==> src/design/avci_mac.sv <==
// Shared signed multiplier with a registered product
`timescale 1ns / 1ps
module avci_mac (
  input  logic               clk,
  input  logic signed [32:0] a,
  input  logic signed [32:0] b,
  output logic signed [65:0] p
);

  // Register each product
  always_ff @(posedge clk) begin
    p <= a * b;
  end

endmodule

==> config.mk <==
export PLATFORM = sky130hd
export DESIGN_NAME = avci_mac
export DESIGN_NICKNAME = d
export VERILOG_FILES = /design/src/design/avci_mac.sv
export SDC_FILE = /design/constraint.sdc
export NUM_CORES = 2
export LEC_CHECK = 0
export BUFFER_PORTS_ARGS = -buffer_cell sky130_fd_sc_hd__buf_4
export CORE_ASPECT_RATIO = 1.25
export CORE_MARGIN = 2
export CORE_UTILIZATION = 24
export DETAILED_ROUTE_END_ITERATION = 16
export PLACE_DENSITY = 0.43
export SLEW_MARGIN = 20
export SYNTH_ARGS = -nofsm -noshare
export SYNTH_HDL_FRONTEND = slang
export SYNTH_SLANG_ARGS = --single-unit
==> constraint.sdc <==
create_clock -name clk -period 27.7 [get_ports clk]
set_input_delay 8.31 -clock clk [delete_from_list [all_inputs] [get_ports clk]]
set_output_delay 8.31 -clock clk [all_outputs]
set_load 0.02 [all_outputs]
# --- After elaboration in Yosys (flattened, before gate mapping) ---
# Cells that the tools add are included.
word_totals:
  ramBits: 0
  output_inout_bits: 66
  latchBits: 0
  wordCells: 2
  regBits: 66
  n_memories: 0
  mem_bits_ro: 0
op_classes:
  n_mul: 1
  addsub: 0
  shifts: 0
  reduce_logical: 0
  div: 0
  magnitude_cmp: 0
  eq_ne: 0
  bitwise: 0
  muxes: 0
ops:
  columns: ["cell", "count"]
  rows:
  - ["33-bit by 33-bit multiplier with 66-bit output", 1]

# --- Longest topological paths before layout ---
logic_depth:
  depth_word: 1
  ltp_mapped: 27
  ltp_nobuf: 26

# --- Least setup slack after synthesis ---
# Ideal clock, no wire load.
synth_path:
  path_type: "in2reg"
  startpoint: "input a[32]"
  endpoint: "register p[62]"
  slack_ps: 12154
  setup_time_ps: 79
  arrival_time_ps: 15467
  cell_stages: 23
  path_buffers: 2
  path_cell_list: "clkbuf_1 nand2_1 inv_1 fa_1 fa_1 fa_1 fa_1 fa_1 fa_1 fa_1 inv_1 fa_1 inv_1 ha_1 clkbuf_1 and3_1 nand3_1 nand2b_1 a2111oi_4 a211oi_4 a21o_2 a21o_1 a211oi_2"
synth_via:
  elab_chain_len: 1
synth_rtl:
  columns: ["item", "line_no", "text"]
  rows:
  - ["from (decl)", "5", "input logic signed [32:0] a,"]
  - ["33-bit by 33-bit multiplier with 66-bit output", "12", "p <= a * b;"]
  - ["to (signal assigned)", "12", null]
  - ["to (decl)", "7", "output logic signed [65:0] p"]
# Every way passes these cells.

# --- Worst setup path in the final report ---
layout_path:
  startpoint: "input b[0]"
  endpoint: "register p[58]"
layout_via:
  elab_chain_len: 1
layout_rtl:
  columns: ["item", "line_no", "text"]
  rows:
  - ["from (decl)", "6", "input logic signed [32:0] b,"]
  - ["33-bit by 33-bit multiplier with 66-bit output", "12", null]
# Every way passes these cells.

==> qor.csv <==
metric,value,unit
Largest register FFs,66,
fin crit share,57.65,%
Synth-to-Final Area Change,8.082,%
syn nets,5767,
Post-CTS Resized,0,
CP endpoint kind,register,
relative slew slack,58.07,%
port buffer count,132,
Yosys cell types,80,
Critical Path AT,16250,ps
Die ar.,0.1731,mm²
setup TNS,0,ps
fin nets,5691,
Die Ht,464.6,µm
gr usage total,15.70,%
layout cells sized above 1,4.359,%
metal2 WL,76.15,mm
initial antenna violation count,7,
Post-CTS Setup Inserts,0,
DR vias/cell,4.343,
Async SR Flop Fraction,0,%
Syn Area/Cell,9.390,µm²
Routed met3 length,3.704,mm
CTS Root Cell,clkbuf_16,
post-synthesis sequential area ratio,3.244,%
CTS sink count,66,
initial DRC count,1286,
Slew Limit Fails,0,
Largest regs,p x66,
CP Class,in -> reg,
unrepaired setup endpoints after global routing,false,
post-synth top area cell,fa_1,
largest net degree at the start of global routing,34,
met1 WL,47.58,mm
# hold bufs at CTS,0,
CP Launch Type,input pin,
dominant cell by count in the synthesized netlist,fa_1,
synthesized flop and latch total,66,
drt pass-1 iters,5,
TritonCTS Buffers,9,
number of flops mapped to enable cells by yosys,0,
Hold EP,p[0],
hpwl dp,106.0,mm
critical hold path startpoint,b[0],
fin crit period,15970,ps
Cells on Worst Hold Path,2,
maxcap violations,0,
Post-synth top cells,"1,145 x fa_1, 1,131 x inv_1, 562 x and2_1",
core area,0.1692,mm²
fmax,62.62,MHz
Vias,28201,
H-tree lvl count,3,
Crit path required time,27980,ps
Final setup viols,0,
# IOs,133,
clock-pin slew on the worst setup and hold paths,70,ps
total gr overflow,0,
Syn Std Cell Area,0.04073,mm²
top-area cell type share of the netlist area,56.27,%
Routed WL,132.4,mm
Synth warnings,0,
number of global-route vias before repair,31922,
Initial Util,24.08,%
status,"complete, no violations",
CTS tree,yes,
Slew @ Worst Pin,622.4,ps
fillers,18405,
Crit Path Max Fanout,33,
first-pass GRT wire length,201.0,mm
ranking of synthesized cells by area,"fa_1 56%, inv_1 10%, and2_1 8.6%",
Top Layer Used,met5,
Fin. Hold Viols,0,
Die X,372.5,µm
maximum clock path buffer count,2,
drt drc,0,
"Most flops, register",p,
row cnt,169,
Hold/Removal Path Class,in -> reg,
mean routed wirelength per cell,20.40,µm
Post-DRT Antenna Nets,0,
Syn Inst Count,4338,
GP Congestion,0.8320,
ys flop type,dfxtp_1,
## worst max-delay path by stage
| stage | cells after the start | endpoint | startpoint |
|---|---|---|---|
| 6_report | 22 | p[58] | b[0] |
| 5_1_grt | 22 | p[58] | b[0] |
| 4_1_cts | 20 | p[64] | b[0] |
| 3_5_place_dp | 22 | p[58] | b[0] |
| 3_3_place_gp | 22 | p[58] | b[0] |
| 2_1_floorplan | 23 | p[62] | a[32] |
## logic make-up after synthesis
kind of cell | share of synthesized area, %
adder cells (fa/ha/maj) | 62.94
buffers and inverters | 12.51
AND/OR/NAND/NOR | 15.78
AO/OA/AOI/OAI | 4.067
XOR/XNOR | 1.462
flip-flops | 3.244
## cell usage in the layout, fill, tap and decap left out, types with 4 or more instances in the layout
cell,instances
nand3_1,25
o211ai_1,4
o21ai_0,25
ha_1,217
xor2_1,25
nand4_1,11
and3_1,5
nor2b_1,5
and2_1,562
nor3_1,7
nand2_1,551
clkbuf_16,9
nand2b_1,12
a21oi_1,57
xnor2_1,43
a21o_1,36
a211o_1,6
fa_1,1144
o21a_1,6
inv_1,1131
nor2_1,68
and4_1,5
dfxtp_1,66
a31oi_1,8
o21ai_1,6
o21bai_1,11
buf_4,134
a211oi_1,7
## routing by layer
layer	global-route usage, %	vias up
li1	-	12166
met1	17.47	15340
met2	30.81	546
met3	1.264	143
met4	5.111	6
met5	0	-
## critical path, stage by stage
cell,delay (ps)
buf_4,360
nand2_1,170
inv_1,150
fa_1,480
fa_1,560
fa_1,910
inv_1,210
fa_1,600
fa_1,460
fa_1,580
fa_1,430
fa_1,490
inv_1,40
ha_1,460
and4_1,400
nand3_1,230
nand2b_1,290
a2111oi_4,360
a211oi_4,120
a21oi_2,230
nor4b_2,80
a311oi_1,270
## per-stage QoR
| step | utilization (%) | setup slack, ps | area, µm² | cells | hold WS, ps |
|---|---|---|---|---|---|
| after global placement | 25.82 | 11230 | 43670 | 6474 | 8724 |
| after global routing | 26.02 | 11400 | 44020 | 6490 | 8431 |
| after floorplan | - | 12150 | 40730 | 4338 | 8437 |
| final | 26.03 | 11730 | 44030 | 6493 | 8434 |
| after detailed placement | 25.82 | 11210 | 43670 | 6474 | 8721 |
| after CTS | 26.02 | 11580 | 44020 | 6490 | 8416 |
## final cells by class
type	count	area, µm²	share of cell area (%)
Clock buffer	12	246.5	0.5599
Multi-Input combinational cell	2920	34320	77.95
Clock inverter	4	98.84	0.2245
Inverter	1131	4245	9.643
Sequential cell	66	1321	3.001
Tap cell	2223	2781	6.318
Timing Repair Buffer	134	1006	2.285
Antenna cell	3	7.507	0.01705
Power is left out: the tool's default activity adds up to more than one toggle a clock period on the data nets, which glitch-free logic cannot reach.
