[src/design/avci_pkg.sv]
// Shared types, constants and widths for the agent velocity clamp and integrate block
`timescale 1ns / 1ps
package avci_pkg;

  localparam int FracBitsDefault = 16;

  // Configuration register indexes
  localparam logic [2:0] RegMaxAccel = 3'd0;
  localparam logic [2:0] RegMaxSpeed = 3'd1;
  localparam logic [2:0] RegScaleX   = 3'd2;
  localparam logic [2:0] RegScaleY   = 3'd3;
  localparam logic [2:0] RegScaleZ   = 3'd4;
  localparam logic [2:0] RegDeadZone = 3'd5;

  localparam logic [30:0] MaxAccelReset = 31'd65536;
  localparam logic [30:0] MaxSpeedReset = 31'd655360;
  localparam logic [16:0] ScaleReset    = 17'd65536;
  localparam logic [30:0] DeadZoneReset = 31'd6554;

  // Sequencer states
  typedef enum logic [3:0] {
    ST_IDLE,
    ST_POS,
    ST_SQ_ST,
    ST_ROOT_ST,
    ST_DIV_ST,
    ST_ADD_SCALE,
    ST_SQ_V,
    ST_ROOT_V,
    ST_DIV_V,
    ST_DEAD,
    ST_OUT
  } avci_state_t;

  // Requests to the shared square root / divide unit
  typedef struct packed {
    logic        start_sqrt;
    logic        start_div;
    logic [65:0] radicand;
    logic [62:0] dividend;
    logic [31:0] divisor;
  } avci_iter_req_t;

  typedef struct packed {
    logic        done;
    logic [32:0] result;
  } avci_iter_rsp_t;

endpackage

[src/design/avci_iter.sv]
// Shared bit-serial unit: integer square root and unsigned division, one bit a cycle
`timescale 1ns / 1ps
module avci_iter
  import avci_pkg::*;
(
  input  logic           clk,
  input  logic           rst,
  input  avci_iter_req_t req,
  output avci_iter_rsp_t rsp
);

  logic        busy;
  logic        is_div;
  logic [6:0]  count;
  logic [65:0] num;
  logic [67:0] rem;
  logic [34:0] root;
  logic [62:0] quo;
  logic [31:0] den;
  logic        done;

  logic [67:0] trial;
  logic [67:0] rem_shift;
  logic [32:0] drem_shift;
  logic [32:0] ddiff;

  // Trial values for one step of each operation
  always_comb begin
    rem_shift  = {rem[65:0], num[65:64]};
    trial      = {31'd0, root, 2'b01};
    drem_shift = {rem[31:0], quo[62]};
    ddiff      = drem_shift - {1'b0, den};
  end

  // Advance one result bit per cycle
  always_ff @(posedge clk) begin
    if (rst) begin
      busy <= 1'b0;
      done <= 1'b0;
    end else begin
      done <= 1'b0;
      if (req.start_sqrt) begin
        busy   <= 1'b1;
        is_div <= 1'b0;
        count  <= 7'd33;
        num    <= req.radicand;
        rem    <= '0;
        root   <= '0;
      end else if (req.start_div) begin
        busy   <= 1'b1;
        is_div <= 1'b1;
        count  <= 7'd63;
        quo    <= req.dividend;
        den    <= req.divisor;
        rem    <= '0;
      end else if (busy) begin
        if (is_div) begin
          if (!ddiff[32]) begin
            rem <= {36'd0, ddiff[31:0]};
            quo <= {quo[61:0], 1'b1};
          end else begin
            rem <= {35'd0, drem_shift};
            quo <= {quo[61:0], 1'b0};
          end
        end else begin
          num <= {num[63:0], 2'b00};
          if (rem_shift >= trial) begin
            rem  <= rem_shift - trial;
            root <= {root[33:0], 1'b1};
          end else begin
            rem  <= rem_shift;
            root <= {root[33:0], 1'b0};
          end
        end
        count <= count - 7'd1;
        if (count == 7'd1) begin
          busy <= 1'b0;
          done <= 1'b1;
        end
      end
    end
  end

  assign rsp.done   = done;
  assign rsp.result = is_div ? quo[32:0] : root[32:0];

endmodule

[config.mk]
export PLATFORM = sky130hd
export DESIGN_NAME = avci_iter
export DESIGN_NICKNAME = d
export VERILOG_FILES = /design/src/design/avci_pkg.sv /design/src/design/avci_iter.sv
export SDC_FILE = /design/constraint.sdc
export NUM_CORES = 1
export LEC_CHECK = 0
export BUFFER_PORTS_ARGS = -buffer_cell sky130_fd_sc_hd__buf_4
export CORE_MARGIN = 2
export CORE_UTILIZATION = 24
export CTS_CLUSTER_SIZE = 24
export DETAILED_ROUTE_END_ITERATION = 10
export PLACE_DENSITY = 0.45
export SYNTH_ARGS = -nofsm -noshare
export SYNTH_HDL_FRONTEND = slang
export SYNTH_SLANG_ARGS = --single-unit
[constraint.sdc]
create_clock -name clk -period 7.05 [get_ports clk]
set_clock_uncertainty 0.15 [all_clocks]
set_input_delay 1.41 -clock clk [delete_from_list [all_inputs] [get_ports clk]]
set_output_delay 1.41 -clock clk [all_outputs]
set_load 0.05 [all_outputs]
[After elaboration in Yosys (flattened, before gate mapping)]
Cells that the tools add are included.
Word-level totals
  bits in registers: 272
  bits in latches: 0
  RAM bits: 0
  memory bits (read-only): 0
  bits of input ports: 165
  output and inout bits: 34
  word-level logic and storage cells: 57
  memories kept: 0
Cells by class
  $add $sub $neg: 3
  multipliers: 0
  divide/modulo/power cells: 0
  order comparisons: 1
  equality and inequality tests: 3
  shift-type cells: 0
  mux-type cells: 25
  bitwise operators: 3
  reduce and logical (&&, ||, !) cells: 12
Operators with widths (number)
  two-way mux 66 bit: 7
  two-way mux 63 bit: 3
  two-way mux 35 bit: 3
  >= comparator 68 x 37 -> 1 bit: 1
  two-way mux 33 bit: 2
  subtractor 66 x 37 -> 66 bit: 1
  subtractor 33 x 32 -> 33 bit: 1
  two-way mux 1 bit: 8
  AND reduction 4 bit: 2
  nonzero test 2 bit: 4
  equality test 7 x 1 -> 1 bit (second input constant): 1
  two-way mux 7 bit: 1
  subtractor 7 x 1 -> 7 bit (second input constant): 1
  two-way mux 5 bit: 1
  AND reduction 2 bit: 2
  OR reduction 4 bit: 1
  NOT 1 bit: 3
  AND reduction 3 bit: 1
  nonzero test 3 bit: 1
  != test 2 x 1 -> 1 bit (second input constant): 1
  != test 2 bit (second input constant): 1
  OR reduction 2 bit: 1

[Longest topological paths before layout]
Gate-level depths: netlist of run 1.
  word-level depth: 5
  gate-level depth with buffers: 20
  depth with buffers taken out: 18

[Least setup slack after synthesis of run 1]
Ideal clock, no wire load.
  kind: input port to flip-flop
  start: in req[161] in the netlist's numbering
  end: reg quo[0], enable pin
  setup time: 0.561 ns
  arrival: 6.585 ns
  data required time: 6.339 ns
  slack: -0.247 ns
  stages on the path: 5
  path buffers: 3
  cell sequence: clkbuf_1 > clkbuf_1 > clkbuf_1 > a21oi_1 > nor3_1
On the way
  longest elaborated chain between the ends: 2
  elaborated cells on any way between the ends: 3
  those cells by class: 3 x reduce/logical
RTL lines
  start, declared: RTL line avci_iter.sv:8  | input avci_iter_req_t req,
  nonzero test 2 bit (no line)
  AND reduction 4 bit (no line) *
  end signal, assigned: RTL line avci_iter.sv:53  | quo <= req.dividend;
  end signal, assigned: RTL line avci_iter.sv:60  | quo <= {quo[61:0], 1'b1};
  end signal, assigned: RTL line avci_iter.sv:63  | quo <= {quo[61:0], 1'b0};
  end, declared: RTL line avci_iter.sv:18  | logic [62:0] quo;
Mark *: on every way between the ends. The rest lies on a longest branch, timed or not.
A chain may end at the register's enable or synchronous reset.

[Worst setup path after layout of run 1]
  start: reg quo[62]
  end: reg rem[3], data pin
On the way
  longest elaborated chain between the ends: 4
RTL lines
  subtractor 33 x 32 -> 33 bit: RTL line avci_iter.sv:32  | ddiff = drem_shift - {1'b0, den};
  two-way mux 33 bit: RTL line avci_iter.sv:58  | if (!ddiff[32]) begin
  two-way mux 66 bit: RTL line avci_iter.sv:57  | if (is_div) begin
  two-way mux 66 bit: RTL line avci_iter.sv:56  | end else if (busy) begin
  end signal, assigned: RTL line avci_iter.sv:59  | rem <= {36'd0, ddiff[31:0]};
  end signal, assigned: RTL line avci_iter.sv:62  | rem <= {35'd0, drem_shift};
  end signal, assigned: RTL line avci_iter.sv:68  | rem <= rem_shift - trial;
  end, declared: RTL line avci_iter.sv:16  | logic [67:0] rem;
No other way between the ends. The select of a mux whose other input is x is not followed.

==> results of run 1 <==
-- report_power, final --
group	switching, µW	total, µW	internal, µW	leakage, µW
sequential	57.1	1950	1890	0.00259
combinational	556	952	396	0.00428
clock	750	1680	933	0.000501
-- worst max path at each step --
| stage | to | slack, ns | cells after the start |
|---|---|---|---|
| floorplan | count[0]$_SDFFCE_PN1P_ | 0.90 | 3 |
| detailed placement | rem[12]$_SDFFCE_PN0P_ | 1.98 | 18 |
| CTS | rem[3]$_SDFFCE_PN0P_ | 1.92 | 18 |
| global placement | rem[12]$_SDFFCE_PN0P_ | 2.03 | 18 |
| global route | rem[3]$_SDFFCE_PN0P_ | 1.42 | 18 |
| finish | rem[3]$_SDFFCE_PN0P_ | 1.85 | 18 |
-- per-layer routing --
layer | part of all wire, % | up-vias | wire length, µm
met3 | 5.3 | 65 | 2410
met1 | 42 | 5727 | 19000
li1 | - | 5849 | -
met5 | 0.085 | - | 39
met4 | 2.1 | 6 | 949
met2 | 51 | 209 | 23200
-- layout by cell type (no fill, tap or decap), types with 4 or more instances in the layout --
| cell | instances |
|---|---|
| nor3_1 | 18 |
| xor2_1 | 26 |
| a31oi_1 | 9 |
| nand3_1 | 23 |
| o21bai_1 | 4 |
| and2_1 | 5 |
| nand2_1 | 109 |
| nor4_1 | 15 |
| buf_4 | 213 |
| o211ai_1 | 6 |
| mux2i_1 | 20 |
| nor2b_1 | 15 |
| clkbuf_16 | 34 |
| clkinv_2 | 4 |
| nor2_1 | 119 |
| a21o_1 | 30 |
| and4_1 | 6 |
| nand3b_1 | 4 |
| xnor2_1 | 50 |
| o21ai_1 | 29 |
| o21a_1 | 15 |
| clkinv_1 | 12 |
| or2_2 | 6 |
| inv_1 | 88 |
| or4_1 | 9 |
| a211oi_1 | 39 |
| ha_1 | 72 |
| and3_1 | 6 |
| nand4_1 | 15 |
| o221ai_1 | 4 |
| o21ai_0 | 73 |
| a21oi_1 | 93 |
| mux2_2 | 127 |
| o31ai_1 | 9 |
| or3_1 | 15 |
| nand2b_1 | 17 |
| clkbuf_1 | 6 |
| edfxtp_1 | 270 |
-- worst max-delay path: cells and delay by family (launching register included) --
family / cells / cell delay, ns
AOI/OAI and AO/OA: 11 / 2.63
adders and majority gates: 3 / 0.99
buffers and inverters: 3 / 0.70
DFF: 1 / 0.33
and+or+nand+nor: 1 / 0.20
-- area by class of cell --
type                    instances  area (µm²)  share of cell area, %
clock buffers                  40         873                   4.46
clock inverters                21         161                  0.825
inverters                      88         330                   1.69
multi-input cells            1043        7370                   37.7
flip-flops and latches        272        8150                   41.6
well taps                     864        1080                   5.53
repair buffers                213        1600                   8.17
-- sequential cells by signal (all words and copies together) (netlist names), 7 cells and up --
register and flops:
count 7, den 32, num 66, quo 63
rem 66, root 35
-- per-stage QoR --
| stage | utilization (%) | cell area [µm²] | setup WS (ns) | std cells |
|---|---|---|---|---|
| finish | 29.6 | 19600 | 1.85 | 2541 |
| global route | 29.6 | 19600 | 1.42 | 2541 |
| CTS | 29.6 | 19600 | 1.92 | 2541 |
| detailed placement | 28.0 | 18500 | 1.98 | 2480 |
| global placement | 28.0 | 18500 | 2.03 | 2480 |
| floorplan | - | 16100 | 0.900 | 1477 |
-- cells by family (layout without fill, tap and decap cells) --
kind of cell	after synthesis	after routing	synth area share [%]
and+or+nand+nor	400	400	12.2
muxes	147	147	10.1
DFF	272	272	50.6
xor gates and xnor gates	76	76	4.13
adders and majority gates	73	73	5.72
buffers and inverters	162	362	3.85
AOI/OAI and AO/OA	347	347	13.4
==> results.md, run 1 <==
- Status: finished, final reports clean
- Hold endpoint: quo[47]$_DFFE_PP_
- RSZ-0062 raised after global routing: no
- R2R Setup Slk: 1.85 ns
- 1st-pass router iterations: 7
- Slew of the pin with the lowest slew margin: 1.11 ns
- Synthesis-stage register bit count: 272
- GRT Max-Usage Layer: met2
- WL final: 45600 µm
- Worst min path class: flop to flop
- Pin count of the biggest net entering global routing: 70
- Vias in the first global route: 12200
- Crit path time final: 5.20 ns
- Grt met3 use: 3.24%
- M2 GR Usage: 23.3%
- Fillers: 6915
- Area leader, netlist: edfxtp_1
- CTS tree: built
- Via count: roughly 12000
- Share of layout cells above drive strength 1: 23.9%
- Placement Rows: between 90 and 100
- Most common cell in the synthesized netlist: edfxtp_1
- Detailed Route Iter0 Violations: 608
- Max-cap violations: 0
- Post-CTS sizing: 0
- Max FO, Critical Path: 24
- Port Buffers: ~200
- Startpoint types: flop
- Post-Synthesis Cells: 1477
- H-tree levels: 2
- Max incr delay on CP: 0.55 ns
- Congestion Overflow GR: 0
- Synth unique cells: 72
- Worst Setup SP: quo[62]$_DFFE_PP_
- Post-route ant nets: 0
- DPL Wire Length: 33500 µm
- Syn nets: 1715
- Fin. max-slew vios: 0
- Reg2Reg Launch Point: quo[62]$_DFFE_PP_
- Sequential area share after synthesis: 50.6%
- IR drop worst, VDD: around 160 µV
- Final Setup Violations: 0
- DIE AREA: 0.0692 mm²
- # Post-CTS Setup Buffers: 0
- Req. time, crit path: 7.30 ns
- Cell Pwr Density: approximately 230 mW/mm²
- Slowest CP cell: a211oi_1
- Die height: 263 µm
- # DRC: 0
- Critical path class: flop to flop
- Clock sink total: 272
- Crit share post-route: 73.8%
- Arr. time, crit path: ~5.5 ns
- First-pass GRT wire length: 71300 µm
- Max Clk Rate: between 150 and 200 MHz
- Layout Area Growth over Synthesis: 21.5%
- # hold bufs at CTS: 0
- Synth async-reset ratio: 0%
- Leak Pwr: 0.00738 µW
- Synth top area share: 50.3%
- Post-DR vias/cell: approximately 4.7
- Total power: ~4600 µW
- Post-synth top cells: edfxtp_1 (270), mux2_2 (127), nor2_1 (120), nand2_1 (109), a21oi_1 (94)
- Relative slew slack: 25.9%
- Post-Syn Area: 0.0161 mm²
- Clock Path Buffers: 3
- CTS buffer count: 34
- Post-synth EDFFs: 270
- Hold slack final: 0.391 ns
- Gr usage total: 13.0%
- Worst skew pair latency: 0.57 ns
- Final hold vios: 0
- Fin nets: 1890
- # diodes: 0
- Post-route setup TNS: 0 ns
- Clock root buffer: clkbuf_16
- Wirelength per Cell: 18.0 µm
- Routability congestion estimate: 0.828
- Hold_sp: quo[46]$_DFFE_PP_
- Starting Density: 24.4%
- Critical Path Sink Type: flop
- Clock Pin Slew Worst Setup and Hold Paths: 0.06 ns
- Synth area leaders: edfxtp_1 (50%), mux2_2 (8.9%), ha_1 (5.6%)
- CORE AREA: 0.0661 mm²
- Crit Reg-Reg Endpoint: rem[3]$_SDFFCE_PN0P_
- Initial antenna violation count: 3
- Most used DFF post-synth: edfxtp_1
- Syn Area/Cell: 10.9 µm²
- Die Span X: 263 µm
- Worst r2r path cells: 18
- Worst hold stages: 1
- Most used cell, CP: a211oi_1
- Critical-path cell list: inv_1 -> ha_1 -> fa_1 -> nor2b_1 -> o2111ai_1 -> a211oi_1 -> o2111ai_1 -> a21boi_1 -> a41oi_1 -> a21oi_1 -> a31oi_1 -> o21ai_0 -> ha_1 -> buf_4 -> inv_1 -> a211oi_1 -> a21oi_1 -> a211oi_1
- M1 GR Usage: 15.5%
- # IOs: approximately 200
- Syn. warnings: 0
Note: power is estimated with default switching activity, not from simulation.
==> inputs of run 2 (changes only) <==
clock period = 4.78 ns   (was 7.05 ns; I/O delays follow)
==> run 2 against run 1 <==
Effect of this change: clock-buffer cell count is 3 higher; maximum frequency is 16% higher; critical endpoint is now rem[22]$_SDFFCE_PN0P_; first-iteration DRC count is 9.4% higher; largest power group unchanged; sequential power is 48% higher; die area stayed put; clock power is 46% higher; register-to-register slack worse by 1.5 ns; via count hardly changed; critical path type unchanged; worst hold slack worse by 0.0029 ns; wire length is 0.67% lower; final area is 0.75% higher.
==> results.md, run 2 (synthesis results as in run 1) <==
- Fillers: 6905
- Fin cells: 2552
- Die height: 263 µm
- Final Setup Violations: 0
- Status: finished, final reports clean
- Critical Path Sink Type: flop
- CP bufs+invs: 3
- DPL Wire Length: roughly 33000 µm
- Share of layout cells above drive strength 1: 25.0%
- Port Buffers: roughly 200
- Layout Area Growth over Synthesis: 22.4%
- Crit share post-route: 93.5%
- Detailed Route Iter0 Violations: about 670
- Most common cell after layout, fill and taps aside: edfxtp_1
- Worst r2r path cells: 18
- Congestion Overflow GR: 0
- 1st-pass router iterations: 5
- Crit Reg-Reg Endpoint: rem[22]$_SDFFCE_PN0P_
- # IOs: 199
- Post-route setup TNS: 0 ns
- Hold slack final: ~0.39 ns
- Fin. max-slew vios: 0
- Critical path class: flop to flop
- Crit path time final: 4.47 ns
- # DRC: 0
- Clock Path Buffers: 3
- Req. time, crit path: 4.91 ns
- Routability congestion estimate: around 0.82
- Dpl cells: 2490
- Arr. time, crit path: approximately 4.6 ns
- DIE AREA: just under 0.07 mm²
- Wirelength per Cell: 17.8 µm
- Max-cap violations: 0
- Vias in the first global route: 12300
- Placement Rows: 94
- # diodes: 0
- R2R Setup Slk: 0.31 ns
- WL final: 45300 µm
- Hold_sp: num[25]$_DFFE_PP_
- Initial antenna violation count: 2
- Final instance area: around 0.020 mm²
- Via count: 11900
- Worst skew pair latency: 0.54 ns
- Die Span X: about 260 µm
- First-pass GRT wire length: 70600 µm
- H-tree levels: 2
- CORE AREA: 0.0661 mm²
- Reg2Reg Launch Point: quo[62]$_DFFE_PP_
- Pin count of the biggest net entering global routing: 77
- Post-DR vias/cell: 4.64
- Gr usage total: about an eighth
- Hold endpoint: num[27]$_DFFE_PP_
- Cell family with most CP delay: compound AO/OA/AOI/OAI gates
- Top flop regs: num (66), rem (66), quo (63)
- IR drop worst, VDD: 218 µV
- Most used cell, CP: buf_4
- Worst min path class: flop to flop
- Starting Density: roughly a quarter
- Max incr delay on CP: roughly 0.38 ns
- # hold bufs at CTS: 0
- Post-route ant nets: 0
- Slew of the pin with the lowest slew margin: roughly 1.1 ns
- Max FO, Critical Path: 7
- Cell Area, Placed: 0.0186 mm²
- Relative slew slack: approximately 30%
- Clock sink total: 272
- Slowest CP cell: fa_1
- Critical-path cell list: inv_1 -> ha_1 -> fa_1 -> nor2b_1 -> o2111ai_2 -> a211oi_2 -> buf_4 -> o2111ai_1 -> a21boi_2 -> a41oi_2 -> a21oi_2 -> a31oi_1 -> o21ai_0 -> ha_2 -> buf_4 -> mux2_2 -> a21oi_1 -> o22ai_1
- Startpoint types: flop
- Most frequent cells in the layout: edfxtp_1 (270), buf_4 (222), mux2_2 (127)
- Leak Pwr: 0.00744 µW
- Fin nets: 1901
- CTS buffer count: 34
- Cell Pwr Density: 343 mW/mm²
- Worst hold stages: 1
- Clock Pin Slew Worst Setup and Hold Paths: around 0.060 ns
- Clock root buffer: clkbuf_16
- Final hold vios: 0
- Max Clk Rate: 224 MHz
- CTS tree: built
[run 2: worst max-delay path by stage]
stage | startpoint | endpoint | slack, ns | cells after the start
2_1_floorplan | req[162] | den[0]$_DFFE_PP_ | 0.55 | 3
3_3_place_gp | quo[62]$_DFFE_PP_ | rem[12]$_SDFFCE_PN0P_ | 0.15 | 17
3_5_place_dp | quo[62]$_DFFE_PP_ | rem[12]$_SDFFCE_PN0P_ | 0.14 | 17
4_1_cts | quo[62]$_DFFE_PP_ | rem[12]$_SDFFCE_PN0P_ | 0.12 | 17
5_1_grt | quo[62]$_DFFE_PP_ | rem[22]$_SDFFCE_PN0P_ | -0.009 | 18
6_report | quo[62]$_DFFE_PP_ | rem[22]$_SDFFCE_PN0P_ | 0.31 | 18
[run 2: area by class of cell]
type | count | area [µm²] | area share [%]
multi-input combinational | 1043 | 7410 | 37.6
timing repair buffer | 224 | 1710 | 8.66
clock buffer | 43 | 906 | 4.60
clock inverter | 18 | 131 | 0.666
inverter | 88 | 334 | 1.69
sequential | 272 | 8150 | 41.3
tap | 864 | 1080 | 5.48
[run 2: metal layers]
layer | vias to the layer above | GRT usage [%] | routed length [µm]
met5 | - | 0 | 18
met2 | 213 | 22.7 | 22800
met3 | 59 | 3.16 | 2490
li1 | 5865 | - | -
met1 | 5712 | 15.3 | 18900
met4 | 4 | 4.09 | 1130
[run 2: where the power goes]
group / switching (µW) / internal (µW)
Clock: 1040 / 1400
Sequential: 82.5 / 2790
Combinational: 829 / 605
Total: 1950 / 4800
[run 2: timing repair]
action | CTS | global route
buffers inserted | 0 | 1
hold endpoints to repair | 0 | 0
endpoints found under the setup margin | 0 | 22
resized for setup | 0 | 9
[run 2: worst register-to-register path, stage by stage (launching register included)]
cell	delay (ns)
edfxtp_1	0.33
inv_1	0.04
ha_1	0.21
fa_1	0.38
nor2b_1	0.25
o2111ai_2	0.19
a211oi_2	0.28
buf_4	0.16
o2111ai_1	0.18
a21boi_2	0.26
a41oi_2	0.19
a21oi_2	0.21
a31oi_1	0.13
o21ai_0	0.21
ha_2	0.37
buf_4	0.20
mux2_2	0.27
a21oi_1	0.14
o22ai_1	0.09
[run 2: stage by stage]
step / setup WS (ns) / total power [µW] / util, %
2_1_floorplan: 0.555 / 3900 / -
3_3_place_gp: 0.146 / 4350 / 28.2
3_5_place_dp: 0.141 / 4360 / 28.2
4_1_cts: 0.120 / 6860 / 29.8
5_1_grt: -0.00868 / 7100 / 29.8
6_report: 0.311 / 6750 / 29.8
